## src/rtl/core/prsd_pkg.sv

```systemverilog
// Shared definitions for the palette RLE sprite decoder: field widths,
// operation, register and color mode codes, and the blend unit types.
// No dependencies.
`timescale 1ns / 1ps

package prsd_pkg;

   // Default palette depth, handed to the top-level parameter
   localparam int DEF_PALETTE_DEPTH = 256;

   // Field widths
   localparam int OP_W      = 2;
   localparam int BYTE_W    = 8;
   localparam int COLOR_W   = 24;
   localparam int CHAN_W    = 8;
   localparam int MODE_W    = 2;
   localparam int PIXELS_W  = 25;
   localparam int CSR_IDX_W = 2;
   localparam int CSR_DAT_W = 25;
   localparam int SUM_W     = 16;

   // Input operation codes
   localparam logic [OP_W-1:0] OP_PALETTE_WRITE = 2'd0;
   localparam logic [OP_W-1:0] OP_FRAME_START   = 2'd1;
   localparam logic [OP_W-1:0] OP_FRAME_DATA    = 2'd2;

   // Configuration register indexes
   localparam logic [CSR_IDX_W-1:0] CSR_COLOR_MODE   = 2'd0;
   localparam logic [CSR_IDX_W-1:0] CSR_KEY_COLOR    = 2'd1;
   localparam logic [CSR_IDX_W-1:0] CSR_FRAME_PIXELS = 2'd2;

   // Color mode: RGB with key blending; bit 1 set swaps red and blue
   localparam logic [MODE_W-1:0] MODE_RGB  = 2'd0;
   localparam int                MODE_SWAP_BIT = 1;

   // Blend unit operands
   typedef struct packed {
      logic [COLOR_W-1:0] pal_color;
      logic [COLOR_W-1:0] key_color;
      logic [CHAN_W-1:0]  alpha;
   } blend_in_type;

   // Per-channel pal*a + key*(255-a), channel 0 is red
   typedef logic [2:0][SUM_W-1:0] blend_sum_type;

endpackage

```

## src/rtl/core/prsd_blend.sv

```systemverilog
// Per-channel weighted sum of palette and key color for RGB blending.
// Depends on prsd_pkg.
`timescale 1ns / 1ps

module prsd_blend (
   input  prsd_pkg::blend_in_type  operands,
   output prsd_pkg::blend_sum_type sums
);
   import prsd_pkg::*;

   logic [CHAN_W-1:0] inv_alpha;

   assign inv_alpha = 8'hFF - operands.alpha;

   // pal*a + key*(255-a), at most 255*255 so it fits in 16 bits
   always_comb begin
      for (int c = 0; c < 3; c++) begin
         sums[c] = ({8'd0, operands.pal_color[CHAN_W*c +: CHAN_W]} * {8'd0, operands.alpha})
                 + ({8'd0, operands.key_color[CHAN_W*c +: CHAN_W]} * {8'd0, inv_alpha});
      end
   end

endmodule
```

## config.mk

```make
export PLATFORM = sky130hd
export DESIGN_NAME = prsd_blend
export DESIGN_NICKNAME = d
export VERILOG_FILES = /design/src/rtl/core/prsd_pkg.sv /design/src/rtl/core/prsd_blend.sv
export SDC_FILE = /design/constraint.sdc
export NUM_CORES = 1
export LEC_CHECK = 0
export BUFFER_PORTS_ARGS = -buffer_cell sky130_fd_sc_hd__buf_2
export CAP_MARGIN = 15
export CORE_MARGIN = 1
export CORE_UTILIZATION = 30
export DETAILED_ROUTE_END_ITERATION = 16
export PLACE_DENSITY = 0.46
export SYNTH_ARGS = -nofsm -noshare
export SYNTH_HDL_FRONTEND = slang
export SYNTH_SLANG_ARGS = --single-unit
```

## constraint.sdc

```tcl
create_clock -name vclk -period 12.04
set_input_delay 2.408 -clock vclk [all_inputs]
set_output_delay 2.408 -clock vclk [all_outputs]
set_load 0.05 [all_outputs]
```

# ---- After elaboration in Yosys (flattened, before gate mapping)
# Index checks and enable logic that the tools add are counted.
dict set report totals {
  register_bits 0
  latch_bits 0
  ram_bits 0
  rom_bits 0
  in_bits 56
  wordCells 10
  memories 0
}
dict set report classes {
  addsub 4
  multipliers 6
  div_mod_pow 0
  magnitude_cmp 0
  n_eq_ne 0
  shifts 0
  mux 0
  n_bitwise 0
  reduce_logical 0
}
# op count
set ops {}
lappend ops {{multiplier 8 x 8 -> 16 bit} 6}
lappend ops {{adder 16 bit} 3}
lappend ops {{subtractor 8 bit, first input constant} 1}

# ---- Logic depth before layout (Yosys ltp)
# Gate-level depths: netlist of the first run.
dict set report logic_depth {
  word_depth 3
  ltp_mapped 21
}

# ---- Worst setup path before layout of the first run
# No wires, ideal clock.
dict set report synth_timing {
  path_kind {in2out}
  start {in operands[2] in the netlist's numbering}
  end {out sums[45] in the netlist's numbering}
  arrival_time_ns 8.147
  required_ns 9.632
  slack_ns 1.485
  stages 18
  path_cell_list {clkbuf_1 -> clkbuf_1 -> nand2_1 -> fa_1 -> fa_1 -> inv_1 -> fa_1 -> fa_1 -> fa_1 -> inv_1 -> fa_1 -> inv_1 -> ha_1 -> a2111oi_4 -> o211ai_2 -> a41oi_2 -> a21oi_2 -> a31oi_1}
}
# item line
set synth_lines {}
lappend synth_lines {{start, declared} prsd_blend.sv:6} ;# input prsd_pkg::blend_in_type operands,
lappend synth_lines {{end, declared} prsd_blend.sv:7} ;# output prsd_pkg::blend_sum_type sums

==> results.py, run 1 <==
metrics = {
    "cells_and_area": {
        "diodes": 0,
        "area_delta_synth_final_pct": 9.15,
        "clock_buffers": 0,
        "fill_cells": 4646,
        "final_layout_size_suffix_gt1_share_pct": 8.84,
        "final_core_util_pct": 33.3,
        "seq_cells": 0,
        "fin_area_mm2": 0.0144,
        "num-nets-final": 2093,
        "regArea_um2": 0,
        "multi_input_area_mm2": 0.0115,
    },
    "floorplanning": {
        "die-width_um": 212,
        "rows": 76,
        "pin_count": 104,
        "start_util_pct": 30.5,
        "die_height_um": 212,
        "die_area_mm2": 0.0448,
        "core_area_mm2": 0.0433,
    },
    "detailed_routing": {
        "dr_total_vias": 9323,
        "routedWlPerCell_um": 14.5,
        "drc": 0,
        "vias_per_cell": 4.34,
        "drtAntennaViolNets": 0,
        "drt_pass1_iterations": 7,
        "drt_iter0_drc": 275,
        "wirelength_um": 31000,
    },
    "hold_path": {
        "hold_path.class": "input port to primary output",
    },
    "synthesis": {
        "synth_area_leaders": "fa_1 44%, ha_1 18%, inv_1 12%",
        "synthesis.area_mm2": 0.0132,
        "synth.distinct_cells": 40,
        "syn_inst": 1482,
        "synth_top_area_share_pct": 43.7,
        "yosysSeqAreaShare_pct": 0,
        "yosysTopAreaCell": "fa_1",
        "yosysWarnings": 0,
        "syn_avg_cell_area_um2": 8.91,
    },
    "sta": {
        "max_freq_mhz": 92.8,
        "tns_ns": 0,
        "slew_violations": 0,
        "max_slew_margin_pct": 36.4,
        "finalSetupViolations": 0,
        "tightest_slew_ns": 0.954,
        "period_share_pct": 89.5,
        "period_minus_slack_ns": 10.77,
        "hold_viol_final": 0,
        "rsz0062_at_grt": "false",
        "timing.hold.ws_ns": 5.45,
    },
    "cts": {
        "postCtsSetupBuffers": 0,
        "cts_resized": 0,
        "postCtsHoldBufs": 0,
    },
    "global_routing": {
        "grt_first_pass_wirelength_um": 53500,
        "grt_pass1_vias": 10400,
        "grt.total_usage_pct": 14.9,
        "overflow": 0,
        "grt_start_max_net_pins": 44,
        "antenna_found_initial": 0,
    },
    "place": {
        "io_buffer_count": 104,
        "hpwlAfterDp_um": 26400,
        "postPlaceCellArea_mm2": 0.0144,
        "gp_congestion": 0.780,
    },
    "setup_path": {
        "cp-end-kind": "primary output",
        "crit_chain": "buf_2, buf_4, nand2_1, fa_1, fa_1, fa_1, inv_1, fa_1, fa_1, fa_1, ha_1, a21oi_1, a21boi_0, o2111ai_1, nand2_1, o41ai_2, xnor2_1, buf_2",
        "cp_max_fo": 38,
        "slowest_delay_ns": 0.68,
        "crit_required_ns": 9.63,
        "cpMaxStageDelayCell": "buf_2",
        "startpoint_type": "input port",
        "cp_top_family": "adder cells",
        "crit_buf_inv": 4,
        "path_common_cell": "fa_1",
        "critPathArrivalTime_ns": 8.37,
        "worstSetupPathType": "input port to primary output",
    },
    "run": {
        "maxCapViolations": 0,
    },
    "outcome": {
        "status": "finished, final reports clean",
    },
}
-- layout make-up --
cell class,instances,share of cell area [%]
inverter,410,10.7
multi-input combinational,1034,79.9
tap,585,5.08
timing repair buffer,117,4.29
-- stage by stage --
| stage | worst slack, ns | instances |
|---|---|---|
| floorplan | 1.48 | 1484 |
| global placement | 1.30 | 2146 |
| detailed placement | 1.21 | 2146 |
| CTS | 1.22 | 2146 |
| global route | 0.930 | 2146 |
| finish | 1.27 | 2146 |
-- metal layers --
layer	vias up	routed length, um	GRT usage (%)
li1	4471	-	-
met1	4751	15200	21.3
met2	99	15200	26.5
met3	2	601	0.237
met4	0	24	0.150
met5	-	0	0
-- logic make-up (layout without fill, tap and decap cells) --
group	count (synthesis)	in the layout	synth area share [%]
muxes	3	3	0.256
other	1	3	0.0284
adders and majority gates	474	474	61.3
and+or+nand+nor	431	431	18.2
buffers and inverters	450	527	12.8
xor gates and xnor gates	44	44	2.92
AOI/OAI and AO/OA	79	79	4.47
-- cells in the final DEF (no fill, tap or decap), drive strengths merged, types with 3 or more instances in the layout --
master,n
conb,3
a31o,3
nor3,5
a31oi,4
and2,109
inv,410
xnor2,35
ha,186
xor2,9
a21o,11
nand3,3
mux2,3
buf,117
o21ai,16
a211oi,3
nor2,20
a2111oi,3
o21a,5
a21oi,22
nand4,3
nand2,93
fa,288
nor2b,142
nand2b,52
-- worst paths after layout --
| kind | from | endpoint | slack, ns | depth (start not counted) |
|---|---|---|---|---|
| worst max-delay path | operands[3] | sums[29] | 1.27 | 18 |
| worst min-delay path | operands[48] | sums[32] | 5.45 | 3 |
-- cells in the mapped netlist --
library cell,count
a2111oi_2,2
a2111oi_4,1
a211oi_1,2
a211oi_2,1
a21boi_0,1
a21o_1,11
a21oi_1,19
a21oi_2,3
a31o_2,3
a31oi_1,4
a41oi_2,2
and2_1,109
buf_1,1
clkbuf_1,39
conb_1,1
fa_1,288
ha_1,186
inv_1,410
mux2_2,3
nand2_1,93
nand2b_1,52
nand3_1,3
nand3b_1,2
nand4_1,3
nor2_1,20
nor2b_1,142
nor3_1,5
o2111ai_1,1
o211ai_1,1
o211ai_2,1
o21a_1,5
o21ai_0,14
o21ai_1,2
o21bai_1,2
o22ai_2,2
o31ai_1,1
o41ai_2,1
or2_2,2
xnor2_1,35
xor2_1,9
Power of run 1 is left out: the tool's default activity adds up to more than one toggle a clock period on the data nets, which glitch-free logic cannot reach.
==> run 2, diff against run 1 <==
PLACE_DENSITY = 0.45   (was 0.46)
TNS_END_PERCENT = 30   (was not set)
==> run 2 against run 1 <==
Net effect:
- global-route usage decreased by 0.14 points
- final cell count is essentially flat
- highest routed layer unchanged
- utilization barely moved
- maximum frequency grew 0.17%
- setup slack better by 0.018 ns
- via count grew 0.51%
- non-clock buffer count decreased by 1
- sequential cell count unchanged
- sequential share of layout area stayed put
- hold slack got worse by 0.029 ns
- critical path depth up 2
- design area hardly changed
==> results.py, run 2 (synthesis gave the netlist of run 1 again) <==
metrics = {
    "setup_path": {
        "startpoint_type": "input port",
        "cpMaxStageDelayCell": "buf_2",
        "slowest_delay_ns": 0.55,
        "startpoint": "operands[3]",
        "crit_required_ns": 9.63,
        "cp-end-kind": "primary output",
        "worstSetupPathType": "input port to primary output",
        "path_common_cell": "fa_1",
        "critPathArrivalTime_ns": 8.35,
        "cp_max_fo": 33,
        "crit_chain": "buf_2, buf_4, nand2_1, fa_1, fa_1, inv_1, fa_1, fa_1, fa_1, inv_1, fa_1, inv_1, ha_1, a2111oi_2, o211ai_1, a41oi_2, a21oi_2, o22ai_2, xnor2_1, buf_2",
    },
    "global_routing": {
        "overflow": 0,
        "antenna_found_initial": 0,
        "grt.total_usage_pct": 14.7,
        "grt_first_pass_wirelength_um": 53200,
        "grt_pass1_vias": 10300,
        "grt_start_max_net_pins": 44,
    },
    "run": {
        "maxCapViolations": 0,
    },
    "detailed_routing": {
        "drt_iter0_drc": 269,
        "drtAntennaViolNets": 0,
        "met3_length_um": 571,
        "routedWlPerCell_um": 14.3,
        "drc": 0,
        "wl_met2_um": 14800,
        "wirelength_um": 30700,
        "drt_pass1_iterations": 5,
        "wl_met1_um": 15200,
        "highest_layer": "met4",
        "vias_per_cell": 4.37,
        "dr_total_vias": 9371,
    },
    "place": {
        "gp_congestion": 0.769,
        "io_buffer_count": 104,
        "placedCellCount": 2145,
        "hpwlAfterDp_um": 26100,
    },
    "cells_and_area": {
        "final-instance-count-excl-fill": 2145,
        "diodes": 0,
        "multi_input_area_mm2": 0.0115,
        "final_layout_size_suffix_gt1_share_pct": 8.78,
        "final_common_cell": "inv_1",
        "regArea_um2": 0,
        "fill_cells": 4641,
        "area_delta_synth_final_pct": 9.09,
        "clock_buffers": 0,
        "seq_cells": 0,
        "final_cell_mix": "410 x inv_1, 288 x fa_1, 186 x ha_1",
        "num-nets-final": 2092,
    },
    "sta": {
        "period_share_pct": 89.3,
        "hold_viol_final": 0,
        "tns_ns": 0,
        "slew_violations": 0,
        "period_minus_slack_ns": 10.76,
        "rsz0062_at_grt": "false",
        "tightest_slew_ns": 0.941,
        "timing.hold.ws_ns": 5.43,
        "finalSetupViolations": 0,
        "max_slew_margin_pct": 37.3,
        "max_freq_mhz": 93.0,
    },
    "hold_path": {
        "min-delay-start": "operands[8]",
        "hold_path.class": "input port to primary output",
    },
    "floorplanning": {
        "die-width_um": 212,
        "die_height_um": 212,
        "pin_count": 104,
        "start_util_pct": 30.5,
        "rows": 76,
        "core_area_mm2": 0.0433,
        "die_area_mm2": 0.0448,
    },
    "cts": {
        "postCtsHoldBufs": 0,
        "postCtsSetupBuffers": 0,
        "cts_resized": 0,
    },
    "outcome": {
        "status": "finished, final reports clean",
    },
}
==> run 2: changes by cell type in the layout (fill, tap and decap cells not counted), sizes merged <==
cell	change
buf	-1
==> run 2: area by class of cell <==
cell class | instances | share of cell area [%]
inverters | 410 | 10.7
multi-input cells | 1034 | 80.0
well taps | 585 | 5.08
repair buffers | 116 | 4.24
==> run 2: metrics by stage <==
stage               setup WS [ns]  utilization, %  area, um2
detailed placement           1.21            33.3      14400
global placement             1.31            33.3      14400
CTS                          1.21            33.3      14400
floorplan                    1.48               -      13200
global route                0.912            33.3      14400
finish                       1.28            33.3      14400
==> run 2: worst max-delay path: cells and delay by family <==
kind            cells  cell delay [ns]
compound gates      5             1.06
xor+xnor            1             0.13
fa+ha+maj           7             3.30
buf+inv             6             1.31
simple gates        1             0.09
==> run 2: path summary, 6_finish.rpt <==
path	endpoint	slack, ns	cells past startpoint
min	sums[0]	5.43	3
max	sums[15]	1.28	20
==> run 2: metal layers <==
metal,GRT usage (%),up-vias
met4,0.200,0
met3,0.460,4
met1,21.3,4805
li1,-,4472
met5,0,-
met2,25.9,90
Power of run 2 is left out for the same reason.
